--- src/hw/rtl/columnar_transposition_block_defines.svh ---
// Assertion macros shared by the columnar transposition block RTL.
`ifndef COLUMNAR_TRANSPOSITION_BLOCK_DEFINES_SVH
`define COLUMNAR_TRANSPOSITION_BLOCK_DEFINES_SVH

// Same-cycle implication, sampled on clk, off while rst_n is low.
`define CTB_ASSERT_IMPL(label, ante, cons) \
    label: assert property (@(posedge clk) disable iff (!rst_n) (ante) |-> (cons)) \
        else $error("columnar transposition check failed");

// Next-cycle implication, sampled on clk, off while rst_n is low.
`define CTB_ASSERT_NEXT(label, ante, cons) \
    label: assert property (@(posedge clk) disable iff (!rst_n) (ante) |=> (cons)) \
        else $error("columnar transposition check failed");

`endif

--- src/hw/rtl/ctb_pkg.sv ---
// Shared types, constants and helpers of the columnar transposition block.
`timescale 1ns / 1ps

package ctb_pkg;

    // Field widths fixed by the register and payload formats
    localparam int BYTE_W      = 8;
    localparam int DIM_W       = 4;
    localparam int KEY_W       = 24;
    localparam int IDX_W       = 3;
    localparam int KEY_ENTRIES = 8;
    localparam int PROD_W      = 2 * DIM_W;
    localparam int CALC_W      = 7;
    localparam int CFG_IDX_W   = 2;
    localparam int QUEUE_DEPTH = 2;

    // Register indexes on the configuration port
    localparam logic [CFG_IDX_W-1:0] REG_ROWS    = 2'd0;
    localparam logic [CFG_IDX_W-1:0] REG_COLUMNS = 2'd1;
    localparam logic [CFG_IDX_W-1:0] REG_KEY     = 2'd2;
    localparam logic [CFG_IDX_W-1:0] REG_MODE    = 2'd3;

    // Register reset values
    localparam logic [DIM_W-1:0] ROWS_RESET    = 4'd1;
    localparam logic [DIM_W-1:0] COLUMNS_RESET = 4'd1;
    localparam logic [KEY_W-1:0] KEY_RESET     = 24'hFAC688;
    localparam logic             MODE_RESET    = 1'b1;

    typedef enum logic [1:0] {
        ST_OK  = 2'd0,
        ST_LEN = 2'd1,
        ST_KEY = 2'd2
    } status_t;

    typedef enum logic [1:0] {
        BK_IDLE,
        BK_READ,
        BK_LOAD
    } bk_state_t;

    // One classified block, handed from the loader to the emitter
    typedef struct packed {
        status_t            status;
        logic               encrypt;
        logic [DIM_W-1:0]   rows;
        logic [DIM_W-1:0]   cols;
        logic [KEY_W-1:0]   key;
    } job_t;

    // Column read at rank idx
    function automatic logic [IDX_W-1:0] key_entry(input logic [KEY_W-1:0] key,
                                                   input logic [IDX_W-1:0] idx);
        key_entry = key[IDX_W * idx +: IDX_W];
    endfunction

endpackage

--- src/hw/rtl/columnar_transposition_block.sv ---
// Top level of the columnar transposition block: loader, job queue, emitter, byte store.
// Loading writes each input byte to the store; the transfer marked block_end ends the block.
// Each result passes through a store read state (BK_READ) and then an output register load state
// (BK_LOAD); an error result is loaded into the output register directly from the queue head.
// Input is stalled from block_end until the last result of the block is loaded into the output register.
// Reset (rst_n low, asynchronous) restores register defaults and clears control; store is not cleared.
`timescale 1ns / 1ps

`include "columnar_transposition_block_defines.svh"

module columnar_transposition_block #(
    parameter int MAX_ROWS    = 8,
    parameter int MAX_COLUMNS = 8
) (
    input  logic                           clk,
    input  logic                           rst_n,
    input  logic                           cfg_we,
    input  logic [ctb_pkg::CFG_IDX_W-1:0]  cfg_index,
    input  logic [ctb_pkg::KEY_W-1:0]      cfg_data,
    input  logic                           in_valid,
    output logic                           in_stall,
    input  logic [ctb_pkg::BYTE_W-1:0]     text_byte,
    input  logic                           block_end,
    output logic                           out_valid,
    input  logic                           out_stall,
    output logic [ctb_pkg::BYTE_W-1:0]     out_byte,
    output logic [1:0]                     status,
    output logic                           run_end
);
    import ctb_pkg::*;

    localparam int STORE_DEPTH = MAX_ROWS * MAX_COLUMNS;
    localparam int STORE_AW    = (STORE_DEPTH > 1) ? $clog2(STORE_DEPTH) : 1;

    logic                ram_we;
    logic [STORE_AW-1:0] ram_waddr;
    logic [BYTE_W-1:0]   ram_wdata;
    logic [STORE_AW-1:0] ram_raddr;
    logic [BYTE_W-1:0]   ram_rdata;
    logic                push;
    job_t                push_job;
    logic                pop;
    logic                q_not_empty;
    logic                q_full;
    job_t                q_head;
    logic                job_done;
    logic                front_stall;

    ctb_front #(
        .MAX_ROWS    (MAX_ROWS),
        .MAX_COLUMNS (MAX_COLUMNS),
        .ADDR_W      (STORE_AW)
    ) u_front (
        .clk       (clk),
        .rst_n     (rst_n),
        .cfg_we    (cfg_we),
        .cfg_index (cfg_index),
        .cfg_data  (cfg_data),
        .in_valid  (in_valid && !q_full),
        .in_stall  (front_stall),
        .text_byte (text_byte),
        .block_end (block_end),
        .ram_we    (ram_we),
        .ram_waddr (ram_waddr),
        .ram_wdata (ram_wdata),
        .push      (push),
        .push_job  (push_job),
        .job_done  (job_done)
    );

    // Queue full never occurs while one block is in flight; stall on it anyway
    assign in_stall = front_stall || q_full;

    ctb_queue u_queue (
        .clk       (clk),
        .rst_n     (rst_n),
        .push      (push),
        .push_job  (push_job),
        .pop       (pop),
        .not_empty (q_not_empty),
        .full      (q_full),
        .head      (q_head)
    );

    ctb_ram #(
        .WIDTH  (BYTE_W),
        .DEPTH  (STORE_DEPTH),
        .ADDR_W (STORE_AW)
    ) u_store (
        .clk   (clk),
        .we    (ram_we),
        .waddr (ram_waddr),
        .wdata (ram_wdata),
        .raddr (ram_raddr),
        .rdata (ram_rdata)
    );

    ctb_back #(
        .ADDR_W (STORE_AW)
    ) u_back (
        .clk         (clk),
        .rst_n       (rst_n),
        .q_not_empty (q_not_empty),
        .q_head      (q_head),
        .pop         (pop),
        .job_done    (job_done),
        .ram_raddr   (ram_raddr),
        .ram_rdata   (ram_rdata),
        .out_valid   (out_valid),
        .out_stall   (out_stall),
        .out_byte    (out_byte),
        .status      (status),
        .run_end     (run_end)
    );

    // Error results carry a zero byte and close the block
    `CTB_ASSERT_IMPL(a_error_result, out_valid && (status != ST_OK), run_end && (out_byte == '0))
    // A block end transfer locks the input until the block is emitted
    `CTB_ASSERT_NEXT(a_lock_after_end, in_valid && !in_stall && block_end, in_stall)
    // The job queue never holds more than the block in flight
    `CTB_ASSERT_IMPL(a_queue_single, q_not_empty, !q_full)

endmodule

--- src/hw/rtl/ctb_ram.sv ---
// Generic single-write, single-read RAM with registered read data.
`timescale 1ns / 1ps

module ctb_ram #(
    parameter int WIDTH  = 8,
    parameter int DEPTH  = 64,
    parameter int ADDR_W = 6
) (
    input  logic              clk,
    input  logic              we,
    input  logic [ADDR_W-1:0] waddr,
    input  logic [WIDTH-1:0]  wdata,
    input  logic [ADDR_W-1:0] raddr,
    output logic [WIDTH-1:0]  rdata
);

    logic [WIDTH-1:0] mem [DEPTH];
    logic [WIDTH-1:0] rdata_reg;

    always_ff @(posedge clk)
    begin
        if (we)
        begin
            mem[waddr] <= wdata;
        end
        rdata_reg <= mem[raddr];
    end

    assign rdata = rdata_reg;

endmodule

--- src/hw/rtl/ctb_front.sv ---
// Loader: configuration registers, byte intake into the store, block classification.
`timescale 1ns / 1ps

module ctb_front #(
    parameter int MAX_ROWS    = 8,
    parameter int MAX_COLUMNS = 8,
    parameter int ADDR_W      = 6
) (
    input  logic                           clk,
    input  logic                           rst_n,
    input  logic                           cfg_we,
    input  logic [ctb_pkg::CFG_IDX_W-1:0]  cfg_index,
    input  logic [ctb_pkg::KEY_W-1:0]      cfg_data,
    input  logic                           in_valid,
    output logic                           in_stall,
    input  logic [ctb_pkg::BYTE_W-1:0]     text_byte,
    input  logic                           block_end,
    output logic                           ram_we,
    output logic [ADDR_W-1:0]              ram_waddr,
    output logic [ctb_pkg::BYTE_W-1:0]     ram_wdata,
    output logic                           push,
    output ctb_pkg::job_t                  push_job,
    input  logic                           job_done
);
    import ctb_pkg::*;

    localparam int STORE_DEPTH = MAX_ROWS * MAX_COLUMNS;
    localparam int CNT_W       = $clog2(STORE_DEPTH + 1);

    logic [DIM_W-1:0] rows_reg;
    logic [DIM_W-1:0] cols_reg;
    logic [KEY_W-1:0] key_reg;
    logic             mode_reg;

    logic [CNT_W-1:0] count_reg, count_next, count_final;
    logic             overrun_reg, overrun_next;
    logic             busy_reg, busy_next;

    logic             in_xfer;
    logic             store_ok;
    logic             grid_bad;
    logic             key_bad;
    logic             len_bad;

    // Configuration registers
    always_ff @(posedge clk or negedge rst_n)
    begin
        if (!rst_n)
        begin
            rows_reg <= ROWS_RESET;
            cols_reg <= COLUMNS_RESET;
            key_reg  <= KEY_RESET;
            mode_reg <= MODE_RESET;
        end
        else if (cfg_we)
        begin
            case (cfg_index)
                REG_ROWS:    rows_reg <= cfg_data[DIM_W-1:0];
                REG_COLUMNS: cols_reg <= cfg_data[DIM_W-1:0];
                REG_KEY:     key_reg  <= cfg_data;
                REG_MODE:    mode_reg <= cfg_data[0];
                default:     ;
            endcase
        end
    end

    // Intake: hold off while a loaded block waits to be emitted
    assign in_stall = busy_reg;
    assign in_xfer  = in_valid && !busy_reg;
    assign store_ok = count_reg < CNT_W'(STORE_DEPTH);

    assign ram_we    = in_xfer && store_ok;
    assign ram_waddr = count_reg[ADDR_W-1:0];
    assign ram_wdata = text_byte;

    assign count_final = store_ok ? count_reg + 1'b1 : count_reg;

    // Grid range check
    assign grid_bad = (rows_reg == '0) || (rows_reg > DIM_W'(MAX_ROWS)) ||
                      (cols_reg == '0) || (cols_reg > DIM_W'(MAX_COLUMNS));

    // Key check: used entries in range and pairwise distinct
    always_comb
    begin
        key_bad = 1'b0;
        for (int r = 0; r < KEY_ENTRIES; r++)
        begin
            if (DIM_W'(r) < cols_reg)
            begin
                if ({1'b0, key_entry(key_reg, IDX_W'(r))} >= cols_reg)
                begin
                    key_bad = 1'b1;
                end
                for (int s = r + 1; s < KEY_ENTRIES; s++)
                begin
                    if ((DIM_W'(s) < cols_reg) &&
                        (key_entry(key_reg, IDX_W'(r)) == key_entry(key_reg, IDX_W'(s))))
                    begin
                        key_bad = 1'b1;
                    end
                end
            end
        end
    end

    // Grid product is formed at full width so that 8 by 8 does not wrap
    assign len_bad = overrun_reg || !store_ok ||
                     (PROD_W'(count_final) != (PROD_W'(rows_reg) * PROD_W'(cols_reg)));

    // Job descriptor for the emitter
    assign push = in_xfer && block_end;

    always_comb
    begin
        push_job.encrypt = mode_reg;
        push_job.rows    = rows_reg;
        push_job.cols    = cols_reg;
        push_job.key     = key_reg;
        if (grid_bad)
        begin
            push_job.status = ST_LEN;
        end
        else if (key_bad)
        begin
            push_job.status = ST_KEY;
        end
        else if (len_bad)
        begin
            push_job.status = ST_LEN;
        end
        else
        begin
            push_job.status = ST_OK;
        end
    end

    // Byte count, overrun and busy tracking
    always_comb
    begin
        count_next   = count_reg;
        overrun_next = overrun_reg;
        busy_next    = busy_reg;
        if (in_xfer)
        begin
            if (block_end)
            begin
                count_next   = '0;
                overrun_next = 1'b0;
                busy_next    = 1'b1;
            end
            else
            begin
                count_next = count_final;
                if (!store_ok)
                begin
                    overrun_next = 1'b1;
                end
            end
        end
        if (job_done)
        begin
            busy_next = 1'b0;
        end
    end

    always_ff @(posedge clk or negedge rst_n)
    begin
        if (!rst_n)
        begin
            count_reg   <= '0;
            overrun_reg <= 1'b0;
            busy_reg    <= 1'b0;
        end
        else
        begin
            count_reg   <= count_next;
            overrun_reg <= overrun_next;
            busy_reg    <= busy_next;
        end
    end

endmodule

--- src/hw/rtl/ctb_queue.sv ---
// Two-entry job queue between the loader and the emitter.
`timescale 1ns / 1ps

module ctb_queue (
    input  logic          clk,
    input  logic          rst_n,
    input  logic          push,
    input  ctb_pkg::job_t push_job,
    input  logic          pop,
    output logic          not_empty,
    output logic          full,
    output ctb_pkg::job_t head
);
    import ctb_pkg::*;

    localparam int PTR_W = $clog2(QUEUE_DEPTH);
    localparam int CNT_W = $clog2(QUEUE_DEPTH + 1);

    job_t             slot_reg [QUEUE_DEPTH];
    logic [PTR_W-1:0] wr_ptr_reg, wr_ptr_next;
    logic [PTR_W-1:0] rd_ptr_reg, rd_ptr_next;
    logic [CNT_W-1:0] fill_reg, fill_next;
    logic             do_push;
    logic             do_pop;

    assign not_empty = fill_reg != '0;
    assign full      = fill_reg == CNT_W'(QUEUE_DEPTH);
    assign head      = slot_reg[rd_ptr_reg];
    assign do_push   = push && !full;
    assign do_pop    = pop && not_empty;

    // Pointer and fill update
    always_comb
    begin
        wr_ptr_next = do_push ? wr_ptr_reg + 1'b1 : wr_ptr_reg;
        rd_ptr_next = do_pop ? rd_ptr_reg + 1'b1 : rd_ptr_reg;
        fill_next   = fill_reg;
        if (do_push && !do_pop)
        begin
            fill_next = fill_reg + 1'b1;
        end
        else if (do_pop && !do_push)
        begin
            fill_next = fill_reg - 1'b1;
        end
    end

    always_ff @(posedge clk or negedge rst_n)
    begin
        if (!rst_n)
        begin
            wr_ptr_reg <= '0;
            rd_ptr_reg <= '0;
            fill_reg   <= '0;
        end
        else
        begin
            wr_ptr_reg <= wr_ptr_next;
            rd_ptr_reg <= rd_ptr_next;
            fill_reg   <= fill_next;
        end
    end

    // Slot storage
    always_ff @(posedge clk)
    begin
        if (do_push)
        begin
            slot_reg[wr_ptr_reg] <= push_job;
        end
    end

endmodule

--- src/hw/rtl/ctb_back.sv ---
// Emitter: walks the stored block in transposed order and drives the output register.
`timescale 1ns / 1ps

module ctb_back #(
    parameter int ADDR_W = 6
) (
    input  logic                        clk,
    input  logic                        rst_n,
    input  logic                        q_not_empty,
    input  ctb_pkg::job_t               q_head,
    output logic                        pop,
    output logic                        job_done,
    output logic [ADDR_W-1:0]           ram_raddr,
    input  logic [ctb_pkg::BYTE_W-1:0]  ram_rdata,
    output logic                        out_valid,
    input  logic                        out_stall,
    output logic [ctb_pkg::BYTE_W-1:0]  out_byte,
    output logic [1:0]                  status,
    output logic                        run_end
);
    import ctb_pkg::*;

    bk_state_t         state_reg, state_next;
    job_t              job_reg, job_next;
    logic [IDX_W-1:0]  outer_reg, outer_next;
    logic [IDX_W-1:0]  inner_reg, inner_next;

    logic              out_valid_reg, out_valid_next;
    logic [BYTE_W-1:0] out_byte_reg, out_byte_next;
    status_t           status_reg, status_next;
    logic              run_end_reg, run_end_next;

    logic              out_free;
    logic [DIM_W-1:0]  inner_lim;
    logic [DIM_W-1:0]  outer_lim;
    logic              last_inner;
    logic              last_outer;
    logic [IDX_W-1:0]  rank;
    logic [DIM_W-1:0]  mul_a;
    logic [IDX_W-1:0]  mul_b;
    logic [IDX_W-1:0]  offset;
    logic [CALC_W-1:0] addr_full;

    assign out_free = !out_valid_reg || !out_stall;

    // Encrypt: outer = rank over columns, inner = row.
    // Decrypt: outer = row, inner = column.
    assign inner_lim  = job_reg.encrypt ? job_reg.rows : job_reg.cols;
    assign outer_lim  = job_reg.encrypt ? job_reg.cols : job_reg.rows;
    assign last_inner = {1'b0, inner_reg} == inner_lim - 1'b1;
    assign last_outer = {1'b0, outer_reg} == outer_lim - 1'b1;

    // Rank at which the current column is read
    always_comb
    begin
        rank = '0;
        for (int r = 0; r < KEY_ENTRIES; r++)
        begin
            if ((DIM_W'(r) < job_reg.cols) &&
                (key_entry(job_reg.key, IDX_W'(r)) == inner_reg))
            begin
                rank = IDX_W'(r);
            end
        end
    end

    // Store address
    assign mul_a     = job_reg.encrypt ? job_reg.cols : job_reg.rows;
    assign mul_b     = job_reg.encrypt ? inner_reg : rank;
    assign offset    = job_reg.encrypt ? key_entry(job_reg.key, outer_reg) : outer_reg;
    assign addr_full = CALC_W'(mul_a) * CALC_W'(mul_b) + CALC_W'(offset);
    assign ram_raddr = addr_full[ADDR_W-1:0];

    // Sequencer and output register
    always_comb
    begin
        state_next     = state_reg;
        job_next       = job_reg;
        outer_next     = outer_reg;
        inner_next     = inner_reg;
        pop            = 1'b0;
        job_done       = 1'b0;
        out_valid_next = out_valid_reg && out_stall;
        out_byte_next  = out_byte_reg;
        status_next    = status_reg;
        run_end_next   = run_end_reg;
        case (state_reg)
            BK_IDLE:
            begin
                if (q_not_empty && out_free)
                begin
                    pop = 1'b1;
                    if (q_head.status != ST_OK)
                    begin
                        out_valid_next = 1'b1;
                        out_byte_next  = '0;
                        status_next    = q_head.status;
                        run_end_next   = 1'b1;
                        job_done       = 1'b1;
                    end
                    else
                    begin
                        job_next   = q_head;
                        outer_next = '0;
                        inner_next = '0;
                        state_next = BK_READ;
                    end
                end
            end
            BK_READ:
            begin
                if (out_free)
                begin
                    state_next = BK_LOAD;
                end
            end
            BK_LOAD:
            begin
                out_valid_next = 1'b1;
                out_byte_next  = ram_rdata;
                status_next    = ST_OK;
                run_end_next   = last_inner && last_outer;
                state_next     = BK_READ;
                if (last_inner)
                begin
                    inner_next = '0;
                    if (last_outer)
                    begin
                        state_next = BK_IDLE;
                        job_done   = 1'b1;
                    end
                    else
                    begin
                        outer_next = outer_reg + 1'b1;
                    end
                end
                else
                begin
                    inner_next = inner_reg + 1'b1;
                end
            end
            default:
            begin
                state_next = BK_IDLE;
            end
        endcase
    end

    always_ff @(posedge clk or negedge rst_n)
    begin
        if (!rst_n)
        begin
            state_reg     <= BK_IDLE;
            out_valid_reg <= 1'b0;
        end
        else
        begin
            state_reg     <= state_next;
            out_valid_reg <= out_valid_next;
        end
    end

    always_ff @(posedge clk)
    begin
        job_reg      <= job_next;
        outer_reg    <= outer_next;
        inner_reg    <= inner_next;
        out_byte_reg <= out_byte_next;
        status_reg   <= status_next;
        run_end_reg  <= run_end_next;
    end

    assign out_valid = out_valid_reg;
    assign out_byte  = out_byte_reg;
    assign status    = status_reg;
    assign run_end   = run_end_reg;

endmodule
--- config.mk ---
export PLATFORM = sky130hd
export DESIGN_NAME = columnar_transposition_block
export DESIGN_NICKNAME = d
export VERILOG_FILES = /design/src/hw/rtl/ctb_pkg.sv /design/src/hw/rtl/columnar_transposition_block.sv /design/src/hw/rtl/ctb_ram.sv /design/src/hw/rtl/ctb_front.sv /design/src/hw/rtl/ctb_queue.sv /design/src/hw/rtl/ctb_back.sv
export VERILOG_INCLUDE_DIRS = /design/src /design/src/hw/rtl
export SDC_FILE = /design/constraint.sdc
export NUM_CORES = 1
export LEC_CHECK = 0
export ABC_CLOCK_PERIOD_IN_PS = 9750
export BUFFER_PORTS_ARGS = -buffer_cell sky130_fd_sc_hd__buf_2
export CAP_MARGIN = 20
export CORE_MARGIN = 10
export CORE_UTILIZATION = 45
export CTS_CLUSTER_DIAMETER = 30
export DETAILED_ROUTE_END_ITERATION = 10
export GPL_TIMING_DRIVEN = 0
export HOLD_SLACK_MARGIN = 0.06
export RECOVER_POWER = 100
export SLEW_MARGIN = 0
export SYNTH_ARGS = -nofsm -noshare
export SYNTH_HDL_FRONTEND = slang
export SYNTH_SLANG_ARGS = --single-unit
--- constraint.sdc ---
create_clock -name clk -period 9.75 [get_ports clk]
set_clock_uncertainty 0.2 [all_clocks]
set_input_delay 2.925 -clock clk [delete_from_list [all_inputs] [get_ports clk]]
set_output_delay 2.925 -clock clk [all_outputs]
set_load 0.005 [all_outputs]
==> qor.txt, run 1 <==
Slew at the pin closest to its max-slew limit = 2.36 ns
Fmax = 138 MHz
Seq/Total Area, Yosys = 68.5%
Share of layout cells above drive strength 1 = 27.3%
Placed Instance Area = 31200 sq um
WL final = 70700 microns
# rows = 94
Worst-Skew Late Latency = 0.71 ns
Area share of the largest cell type after synthesis = 63.8%
Area Overhead vs Synth = 20.4%
Seq cells post-synth = 689
Final min period = 7.27 ns
Post-Synthesis Net Count = 1721
Setup total negative slack = 0 ns
EDFF count, synth = 632
Clock Path Buffers = 3
Tcrit/Tclk final = 74.6%
Most frequent cells in the layout = edfxtp_1 (632), mux4_2 (166), clkbuf_16 (137), nor2_1 (96), clkbuf_1 (92)
Multi-input gate area = 8760 sq um
PostCTS Resize Cnt = 0
Synth Cell Area = 29700 sq um
CTS tree = yes
CP Max Fanout = 10
Fraction of registers with async set/reset = 7.11%
Netlist cell types = 69
Grt ovf = 0
Filler cells = 5077
Slew Limit Fails = 478
Die area = 76800 sq um
Initial DRC count = 1321
Commonest non-fill, non-tap cell in the layout = edfxtp_1
Antenna violations before repair = 2
Worst reg2reg path depth = 19
Placed cells = 2548
PwrDens = 421 nW/um^2
Synth top area cells = edfxtp_1 (64%), mux4_2 (13%), dfrtp_1 (2.9%), xnor2_1 (2.7%), mux2_2 (2.6%)
N_diodes = 0
RSZ-0062 raised after global routing = no
Post-Syn Instances = 1624
All-layer global routing usage = 18.5%
Max Cap Violations = 13
Post-Place Setup Slack = 3.11 ns
Crit path arrival time = 7.61 ns
Endpoints failing setup = 0
Max H-tree Level = 4
Num CTS Buffers = 135
Worst setup EP type = register
Fin nets = 1922
Largest net degree at the start of global routing = 65
Outcome = finished with violations
Routability cong. = 0.839
Hold_buf cts = 0
Crit-path max cell delay = 0.76 ns
Yosys warns = 0
Max reg flops = 512
Port bufs = 52
Yosys top cell by area = edfxtp_1
Critical Path RT = 10.09 ns
Syn avg cell area = 18.3 sq um
Dominant synthesized flop cell = edfxtp_1
Critical path launch point type = register
Failing checks = max-capacitance violations, max-slew violations
Initial DRT Pass Iterations = 5
Hold Fails Final Rpt = 0
Slew headroom = -57.4%
Chip Height = 277 microns
Leak pwr = 12.2 nW
Starting Density = 45.3%
Vias in the first global route = 16173
Vias = 15597
Worst vdd ir = 249 uV
Final antenna-violating net count = 0
Cell Count, Final, Fillers Out = 2802
Design Area, Final = 35800 sq um
Reg clk slew, reported paths = 0.05 ns
Avg WL per Cell = 25.2 microns
# Post-CTS Setup Buffers = 0
Hold Path Depth = 0
Ports = 53
Detailed Place HPWL = 46700 microns
CP Cell Sequence = clkbuf_1 > xor2_1 > nor4_1 > o41ai_1 > a21oi_1 > o32ai_1 > a22oi_1 > or2_0 > fa_1 > inv_1 > fa_1 > inv_1 > fa_1 > clkbuf_1 > clkbuf_1 > mux4_2 > mux4_2 > mux2i_1 > mux2i_1
First-pass GRT wire length = 106000 microns
Residual DRC = 0
Register area = 20400 sq um
Crit path kind = reg -> reg
Drt via density = 5.57
Final Core Density = 54.6%
Clk root buf = clkbuf_16
Min-Delay Path Class = reg -> reg
Die W = 277 microns
Final setup margin = 2.48 ns
Clk sink count = 689
Core area = 65600 sq um
CP max stage cell = clkbuf_1
## area by class of cell
type / instances / area share [%]
repair buffers: 64 / 0.765
inverters: 35 / 0.367
flip-flops and latches: 689 / 56.9
clock buffers: 150 / 9.74
clock inverters: 100 / 3.46
well taps: 864 / 3.02
multi-input cells: 805 / 24.5
plain buffers: 95 / 1.26
## stage by stage
step / total power [mW] / hold WS, ns
5_1_grt: 15.8 / 0.301
6_report: 15.1 / 0.292
2_1_floorplan: 8.28 / 0.237
3_3_place_gp: 10.4 / 0.271
3_5_place_dp: 10.5 / 0.289
4_1_cts: 15.3 / 0.294
## critical path: cells and delay by family (launching register included)
kind,cells,cell delay [ns]
AND/OR/NAND/NOR,2,0.37
multiplexers,4,1.40
flip-flops,1,0.46
AO/OA/AOI/OAI,4,0.83
XOR/XNOR,1,0.25
adder cells (fa/ha/maj),3,1.63
buffers and inverters,5,1.94
## power breakdown
group	switching, mW	internal (mW)
sequential	0.125	3.53
clock	1.58	3.14
combinational	3.65	3.05
## Yosys cell counts (2+ instances only)
library cell	n
a211o_1	4
a211oi_1	7
a21o_1	13
a21oi_1	21
a31oi_1	9
a41oi_1	2
and2_1	25
and3_1	3
buf_1	4
buf_2	42
buf_4	6
buf_6	4
clkbuf_1	38
dfrtp_1	34
dfstp_2	15
dfxtp_1	8
edfxtp_1	632
fa_1	8
ha_1	49
inv_1	35
mux2_2	68
mux2i_1	31
mux2i_2	2
mux4_2	166
nand2_1	28
nand2b_1	11
nand3_1	13
nand3b_1	4
nand4_1	16
nor2_1	96
nor2b_1	6
nor3_1	16
nor4_1	6
o2111ai_1	3
o211ai_1	4
o21a_1	2
o21ai_0	15
o22ai_1	3
o31ai_1	4
o41ai_1	2
or2_2	5
or3b_2	2
xnor2_1	90
xor2_1	47
## layer usage
metal	track usage [%]	wire length [microns]	up-vias
met1	26.0	31800	8156
met3	4.65	4580	98
met4	5.62	1350	2
met2	28.1	33000	476
met5	0	12	-
li1	-	-	6865
## cell families (layout without fill, tap and decap cells)
kind of cell / Yosys count / in the layout / share of synthesized area (%)
flops: 689 / 689 / 68.5
mux: 268 / 268 / 16.3
simple gates: 241 / 241 / 4.07
xor+xnor: 139 / 139 / 4.14
buf+inv: 130 / 444 / 2.01
compound gates: 100 / 100 / 2.33
fa+ha+maj: 57 / 57 / 2.60
## final timing paths
check | startpoint | to | slack [ns]
worst max-delay path | u_back.inner_reg[0]$_SDFFCE_PN0P_ | u_store.rdata[4]$_DFF_P_ | 2.48
worst min-delay path | u_front.key_reg[18]$_DFFE_PN0P_ | u_queue.slot_reg[1][18]$_DFFE_PP_ | 0.29
worst max register to register | u_back.inner_reg[0]$_SDFFCE_PN0P_ | u_store.rdata[4]$_DFF_P_ | 2.48
worst min register to register | u_front.key_reg[18]$_DFFE_PN0P_ | u_queue.slot_reg[1][18]$_DFFE_PP_ | 0.29
max in group asynchronous | rst_n | u_queue.rd_ptr_reg$_DFFE_PN0P_ | 4.75
min in group asynchronous | rst_n | u_front.key_reg[4]$_DFFE_PN0P_ | 2.42
No activity file was read; power rests on OpenSTA's default activity.
==> run 2, diff against run 1 <==
--- a/config.mk
+++ b/config.mk
@@ -6,7 +6,7 @@
 export SDC_FILE = /design/constraint.sdc
 export NUM_CORES = 1
 export LEC_CHECK = 0
-export ABC_CLOCK_PERIOD_IN_PS = 9750
+export ABC_CLOCK_PERIOD_IN_PS = 6100
 export BUFFER_PORTS_ARGS = -buffer_cell sky130_fd_sc_hd__buf_2
 export CAP_MARGIN = 20
 export CORE_MARGIN = 10
==> constraint.sdc (replaced) <==
create_clock -name clk -period 6.1 [get_ports clk]
set_clock_uncertainty 0.2 [all_clocks]
set_input_delay 1.83 -clock clk [delete_from_list [all_inputs] [get_ports clk]]
set_output_delay 1.83 -clock clk [all_outputs]
set_load 0.005 [all_outputs]
==> run 2 against run 1 <==
Against the previous run: the run still ends with max-capacitance violations, max-slew violations left; register-to-register slack got worse by 2.3 ns; worst hold slack barely moved; utilization rose by 0.19 points; non-clock buffer count rose by 2; count of clock-buffer cells in the layout did not move; die area did not move; cell area rose by 0.34%; critical path depth did not move; first-iteration DRC count fell by 1.7%; largest power group unchanged.
==> qor.txt, run 2 (synthesized netlist as in run 1, its figures left out) <==
Residual DRC = 0
Worst vdd ir = 415 uV
Filler cells = 5073
CP max stage cell = fa_1
Switching share of power = 35.3%
Min-Delay Path Class = reg -> reg
Clock Path Buffers = 3
PwrDens = 678 nW/um^2
Tcrit/Tclk final = 96.9%
Share of layout cells above drive strength 1 = 28.2%
Internal Pwr Total = 15.8 mW
Critical Path RT = 6.44 ns
Outcome = finished with violations
Routability cong. = 0.839
Clock network power share = 31.0%
Clk sink count = 689
Crit-path max cell delay = 0.59 ns
Max H-tree Level = 4
Hold Fails Final Rpt = 0
Initial DRC count = 1298
N_diodes = 0
Endpoints failing setup = 0
Final min period = 5.91 ns
Die area = 76800 sq um
P_sw = 8.60 mW
Avg WL per Cell = 25.3 microns
Commonest non-fill, non-tap cell in the layout = edfxtp_1
Detailed Place HPWL = 46700 microns
Port bufs = 52
Die W = 277 microns
Buf/Inv on CP = 5
Vias in the first global route = 16184
Final hold slack = 0.292 ns
First-pass GRT wire length = 106000 microns
Drt via density = 5.55
Failing checks = max-capacitance violations, max-slew violations
Cell Count, Final, Fillers Out = 2804
Sequential share of power = 24.0%
CP Cell Sequence = buf_4 > xor2_1 > nor4_1 > o41ai_1 > a21oi_1 > o32ai_1 > a22oi_2 > or2_1 > fa_1 > inv_1 > fa_1 > inv_1 > fa_1 > buf_6 > clkbuf_8 > mux4_2 > mux4_2 > mux2i_1 > mux2i_1
Area Overhead vs Synth = 20.8%
Worst setup EP type = register
Max Cap Violations = 13
All-layer global routing usage = 18.5%
Crit path kind = reg -> reg
Initial DRT Pass Iterations = 5
Grt ovf = 0
Critical path launch point type = register
Core area = 65600 sq um
Placed cells = 2548
CTS tree = yes
Worst-Skew Late Latency = 0.71 ns
Max reg flops = 512
Vias = 15573
WL final = 70900 microns
Comb power frac = 45.0%
Ports = 53
Hold_buf cts = 0
Final antenna-violating net count = 0
Crit path arrival time = 6.25 ns
Starting Density = 45.3%
Num CTS Buffers = 135
Post-Place Setup Slack = -0.537 ns
Chip Height = 277 microns
Family with the most delay on the worst path = adder cells
Reg clk slew, reported paths = 0.05 ns
Leak pwr = 12.3 nW
CP Max Fanout = 10
Fin nets = 1924
Slew at the pin closest to its max-slew limit = 2.43 ns
Largest net degree at the start of global routing = 65
# rows = 94
Final setup margin = 0.191 ns
Antenna violations before repair = 2
Slew Limit Fails = 508
Clk root buf = clkbuf_16
Top cell by count, worst path = fa_1
Slew headroom = -61.7%
Most frequent cells in the layout = edfxtp_1 (632), mux4_2 (166), clkbuf_16 (137), nor2_1 (96), xnor2_1 (90)
Fmax = 169 MHz
==> run 2: cell count changes in the layout (fill, tap and decap cells not counted), sizes merged <==
cell	before	now
buf	78	81
clkbuf	231	230
==> run 2: metal layers <==
metal / GRT usage [%] / part of all wire [%] / up-vias
met2: 28.0 / 47 / 464
met4: 5.70 / 1.9 / 2
met5: 0 / 0.017 / -
met1: 26.0 / 45 / 8135
met3: 4.70 / 6.2 / 101
li1: - / - / 6871
==> run 2: final timing paths <==
kind,startpoint,endpoint,slack (ns),cells after the start
min reg2reg,u_front.key_reg[18]$_DFFE_PN0P_,u_queue.slot_reg[1][18]$_DFFE_PP_,0.29,0
max in group asynchronous,rst_n,u_queue.rd_ptr_reg$_DFFE_PN0P_,2.19,2
max,u_back.inner_reg[0]$_SDFFCE_PN0P_,u_store.rdata[4]$_DFF_P_,0.19,19
min,u_front.key_reg[18]$_DFFE_PN0P_,u_queue.slot_reg[1][18]$_DFFE_PP_,0.29,0
max reg2reg,u_back.inner_reg[0]$_SDFFCE_PN0P_,u_store.rdata[4]$_DFF_P_,0.19,19
min in group asynchronous,rst_n,u_front.key_reg[4]$_DFFE_PN0P_,1.32,1
==> run 2: cell type report <==
cell class	instances	area [sq um]	share of cell area, %
tap	864	1080	3.01
timing repair buffer	66	290	0.808
buffer	95	520	1.45
multi-input combinational	805	8790	24.5
inverter	35	131	0.366
clock inverter	100	1240	3.45
sequential	689	20400	56.7
clock buffer	150	3490	9.71
==> run 2: timing repair <==
item / CTS / global route
setup endpoints to repair: 8 / 8
setup buffers: 0 / 2
resized for setup: 20 / 10
==> run 2: stage by stage <==
stage / total power [mW] / util, % / instance area, sq um / setup TNS, ns
floorplan: 13.2 / - / 29700 / 0
global placement: 16.6 / 47.4 / 31100 / -3.80
detailed placement: 16.8 / 47.6 / 31200 / -3.96
CTS: 24.6 / 54.9 / 36000 / 0
global route: 25.5 / 54.7 / 35900 / -0.00598
finish: 24.4 / 54.7 / 35900 / 0
==> run 2: power groups by stage <==
stage	sequential, mW	clock, mW	combinational (mW)
floorplan	5.84	0	7.39
global placement	5.91	0	10.7
detailed placement	5.92	0	10.9
CTS	5.84	7.64	11.1
global route	5.87	7.92	11.7
finish	5.84	7.55	11.0
==> run 3, diff against run 2 <==
--- a/config.mk
+++ b/config.mk
@@ -11,6 +11,7 @@
 export CAP_MARGIN = 20
 export CORE_MARGIN = 10
 export CORE_UTILIZATION = 45
+export CTS_BUF_LIST = sky130_fd_sc_hd__clkbuf_8
 export CTS_CLUSTER_DIAMETER = 30
 export DETAILED_ROUTE_END_ITERATION = 10
 export GPL_TIMING_DRIVEN = 0
==> constraint.sdc (replaced) <==
create_clock -name clk -period 6.1 [get_ports clk]
set_clock_uncertainty 0.2 [all_clocks]
set_input_delay 0.305 -clock clk [delete_from_list [all_inputs] [get_ports clk]]
set_output_delay 0.305 -clock clk [all_outputs]
set_load 0.005 [all_outputs]
==> run 3 against run 2 <==
Against the previous run: register-to-register slack barely moved; count of clock-buffer cells in the layout fell by 5; sequential share of layout area rose by 2.3 points; sequential cell count did not move; critical path type unchanged; largest cell class unchanged; critical endpoint unchanged; the run still ends with max-capacitance violations, max-slew violations left; largest power group unchanged; non-clock buffer count rose by 51.
==> qor.txt, run 3 (synthesized netlist as in run 1, its figures left out) <==
Slew headroom = -55.0%
Buf/Inv on CP = 5
Most frequent cells in the layout = edfxtp_1 (632), mux4_2 (166), clkbuf_8 (148), nor2_1 (96), xnor2_1 (90)
Clock Path Buffers = 3
All-layer global routing usage = 18.5%
RSZ-0062 raised after global routing = no
Critical path launch point type = register
Crit path arrival time = 6.31 ns
Die area = 76800 sq um
# rows = 94
Setup total negative slack = 0 ns
Hold Fails Final Rpt = 0
Clock network power share = 21.9%
CTS tree = yes
Outcome = finished with violations
Max H-tree Level = 4
Fin nets = 1979
Core area = 65600 sq um
Drt via density = 5.51
Num CTS Buffers = 139
Worst vdd ir = 385 uV
Critical Path RT = 6.51 ns
Slew Limit Fails = 447
Leak pwr = 11.7 nW
Worst setup EP type = register
Hold_sp = cfg_data[4]
Reg-to-Reg Start = u_back.inner_reg[0]$_SDFFCE_PN0P_
Chip Height = 277 microns
Tcrit/Tclk final = 96.7%
First-pass GRT wire length = 106000 microns
WL final = 71000 microns
Port bufs = 52
Max Cap Violations = 11
Failing checks = max-capacitance violations, max-slew violations
P_sw = 8.08 mW
Vias in the first global route = 16360
Largest net degree at the start of global routing = 65
Initial DRC count = 1329
Reg clk slew, reported paths = 0.06 ns
Cell Count, Final, Fillers Out = 2857
Placed Instance Area = 31200 sq um
Starting Density = 45.3%
Multi-input gate area = 8800 sq um
Filler cells = 5262
Final antenna-violating net count = 0
Vias = 15741
Max reg flops = 512
Antenna violations before repair = 1
Comb power frac = 51.0%
Total power = 21.5 mW
Family with the most delay on the worst path = adder cells
Worst-Skew Late Latency = 0.78 ns
Residual DRC = 0
Design Area, Final = 34500 sq um
Endpoints failing setup = 0
Switching share of power = 37.5%
Post-Place Setup Slack = -0.537 ns
CP Launch Point = u_back.inner_reg[0]$_SDFFCE_PN0P_
CP Max Fanout = 10
CP Cell Sequence = buf_4 > xor2_1 > nor4_1 > o41ai_1 > a21oi_1 > o32ai_1 > a22oi_2 > or2_1 > fa_1 > inv_1 > fa_1 > inv_1 > fa_1 > buf_6 > buf_4 > mux4_2 > mux4_2 > mux2i_1 > mux2i_1
Area Overhead vs Synth = 16.1%
Die W = 277 microns
Clk sink count = 689
Top cell by count, worst path = fa_1
Placed cells = 2548
Crit-path max cell delay = 0.58 ns
Ports = 53
CP max stage cell = fa_1
PwrDens = 623 nW/um^2
Avg WL per Cell = 24.8 microns
Routability cong. = 0.839
Crit path kind = reg -> reg
Sequential share of power = 27.1%
Register area = 20400 sq um
Commonest non-fill, non-tap cell in the layout = edfxtp_1
Internal Pwr Total = 13.4 mW
Final min period = 5.90 ns
Clk root buf = clkbuf_8
Fmax = 170 MHz
Slew at the pin closest to its max-slew limit = 2.33 ns
Min-Delay Path Class = in -> reg
Final setup margin = 0.203 ns
Grt ovf = 0
Share of layout cells above drive strength 1 = 25.9%
Initial DRT Pass Iterations = 5
Detailed Place HPWL = 46700 microns
-- run 3: final cells by class --
type | instances | share of cell area, %
antenna | 1 | 0.00725
sequential | 689 | 59.0
multi-input combinational | 805 | 25.5
clock inverter | 106 | 2.36
buffer | 95 | 1.49
clock buffer | 145 | 5.78
timing repair buffer | 117 | 2.30
tap | 864 | 3.13
inverter | 35 | 0.381
-- run 3: worst paths after layout --
check	to	slack, ns	depth (start not counted)
setup / recovery	u_store.rdata[4]$_DFF_P_	0.20	19
hold / removal	u_front.key_reg[4]$_DFFE_PN0P_	0.12	3
hold reg to reg	u_queue.slot_reg[0][0]$_DFFE_PP_	0.28	0
max in group asynchronous	u_front.key_reg[13]$_DFFE_PN0P_	3.46	4
setup reg to reg	u_store.rdata[4]$_DFF_P_	0.20	19
min in group asynchronous	u_front.rows_reg[0]$_DFFE_PN1P_	0.72	3
-- run 3: worst min-delay path: cells and delay by family --
kind	cells	cell delay, ns
buffers and inverters	2	0.62
multiplexers	1	0.13
-- run 3: stage by stage --
| stage | utilization, % | hold slack [ns] |
|---|---|---|
| 6_report | 52.6 | 0.120 |
| 5_1_grt | 52.6 | 0.0949 |
| 4_1_cts | 52.7 | 0.0617 |
| 3_5_place_dp | 47.6 | 0.180 |
| 3_3_place_gp | 47.4 | 0.271 |
| 2_1_floorplan | - | -0.191 |
-- run 3: power by group through the flow --
stage	clock, mW	sequential [mW]	combinational (mW)
global route	5.04	5.86	11.7
detailed placement	0	5.92	10.9
finish	4.71	5.83	11.0
global placement	0	5.91	10.7
CTS	4.79	5.83	11.0
floorplan	0	5.84	7.39
-- run 3: layer usage --
layer / share of wire (%) / track usage (%) / vias to the layer above
met2: 47 / 28.1 / 471
met3: 6.0 / 4.31 / 112
met4: 2.2 / 6.83 / 0
met1: 45 / 25.8 / 8202
met5: 0 / 0 / -
li1: - / - / 6956
-- run 3: what timing repair did --
action	in CTS	in global routing
endpoints found under the setup margin	8	8
cloned	0	0
hold buffers	47	4
setup buffers	0	2
hold endpoints to repair	296	225
gates resized for setup	18	14
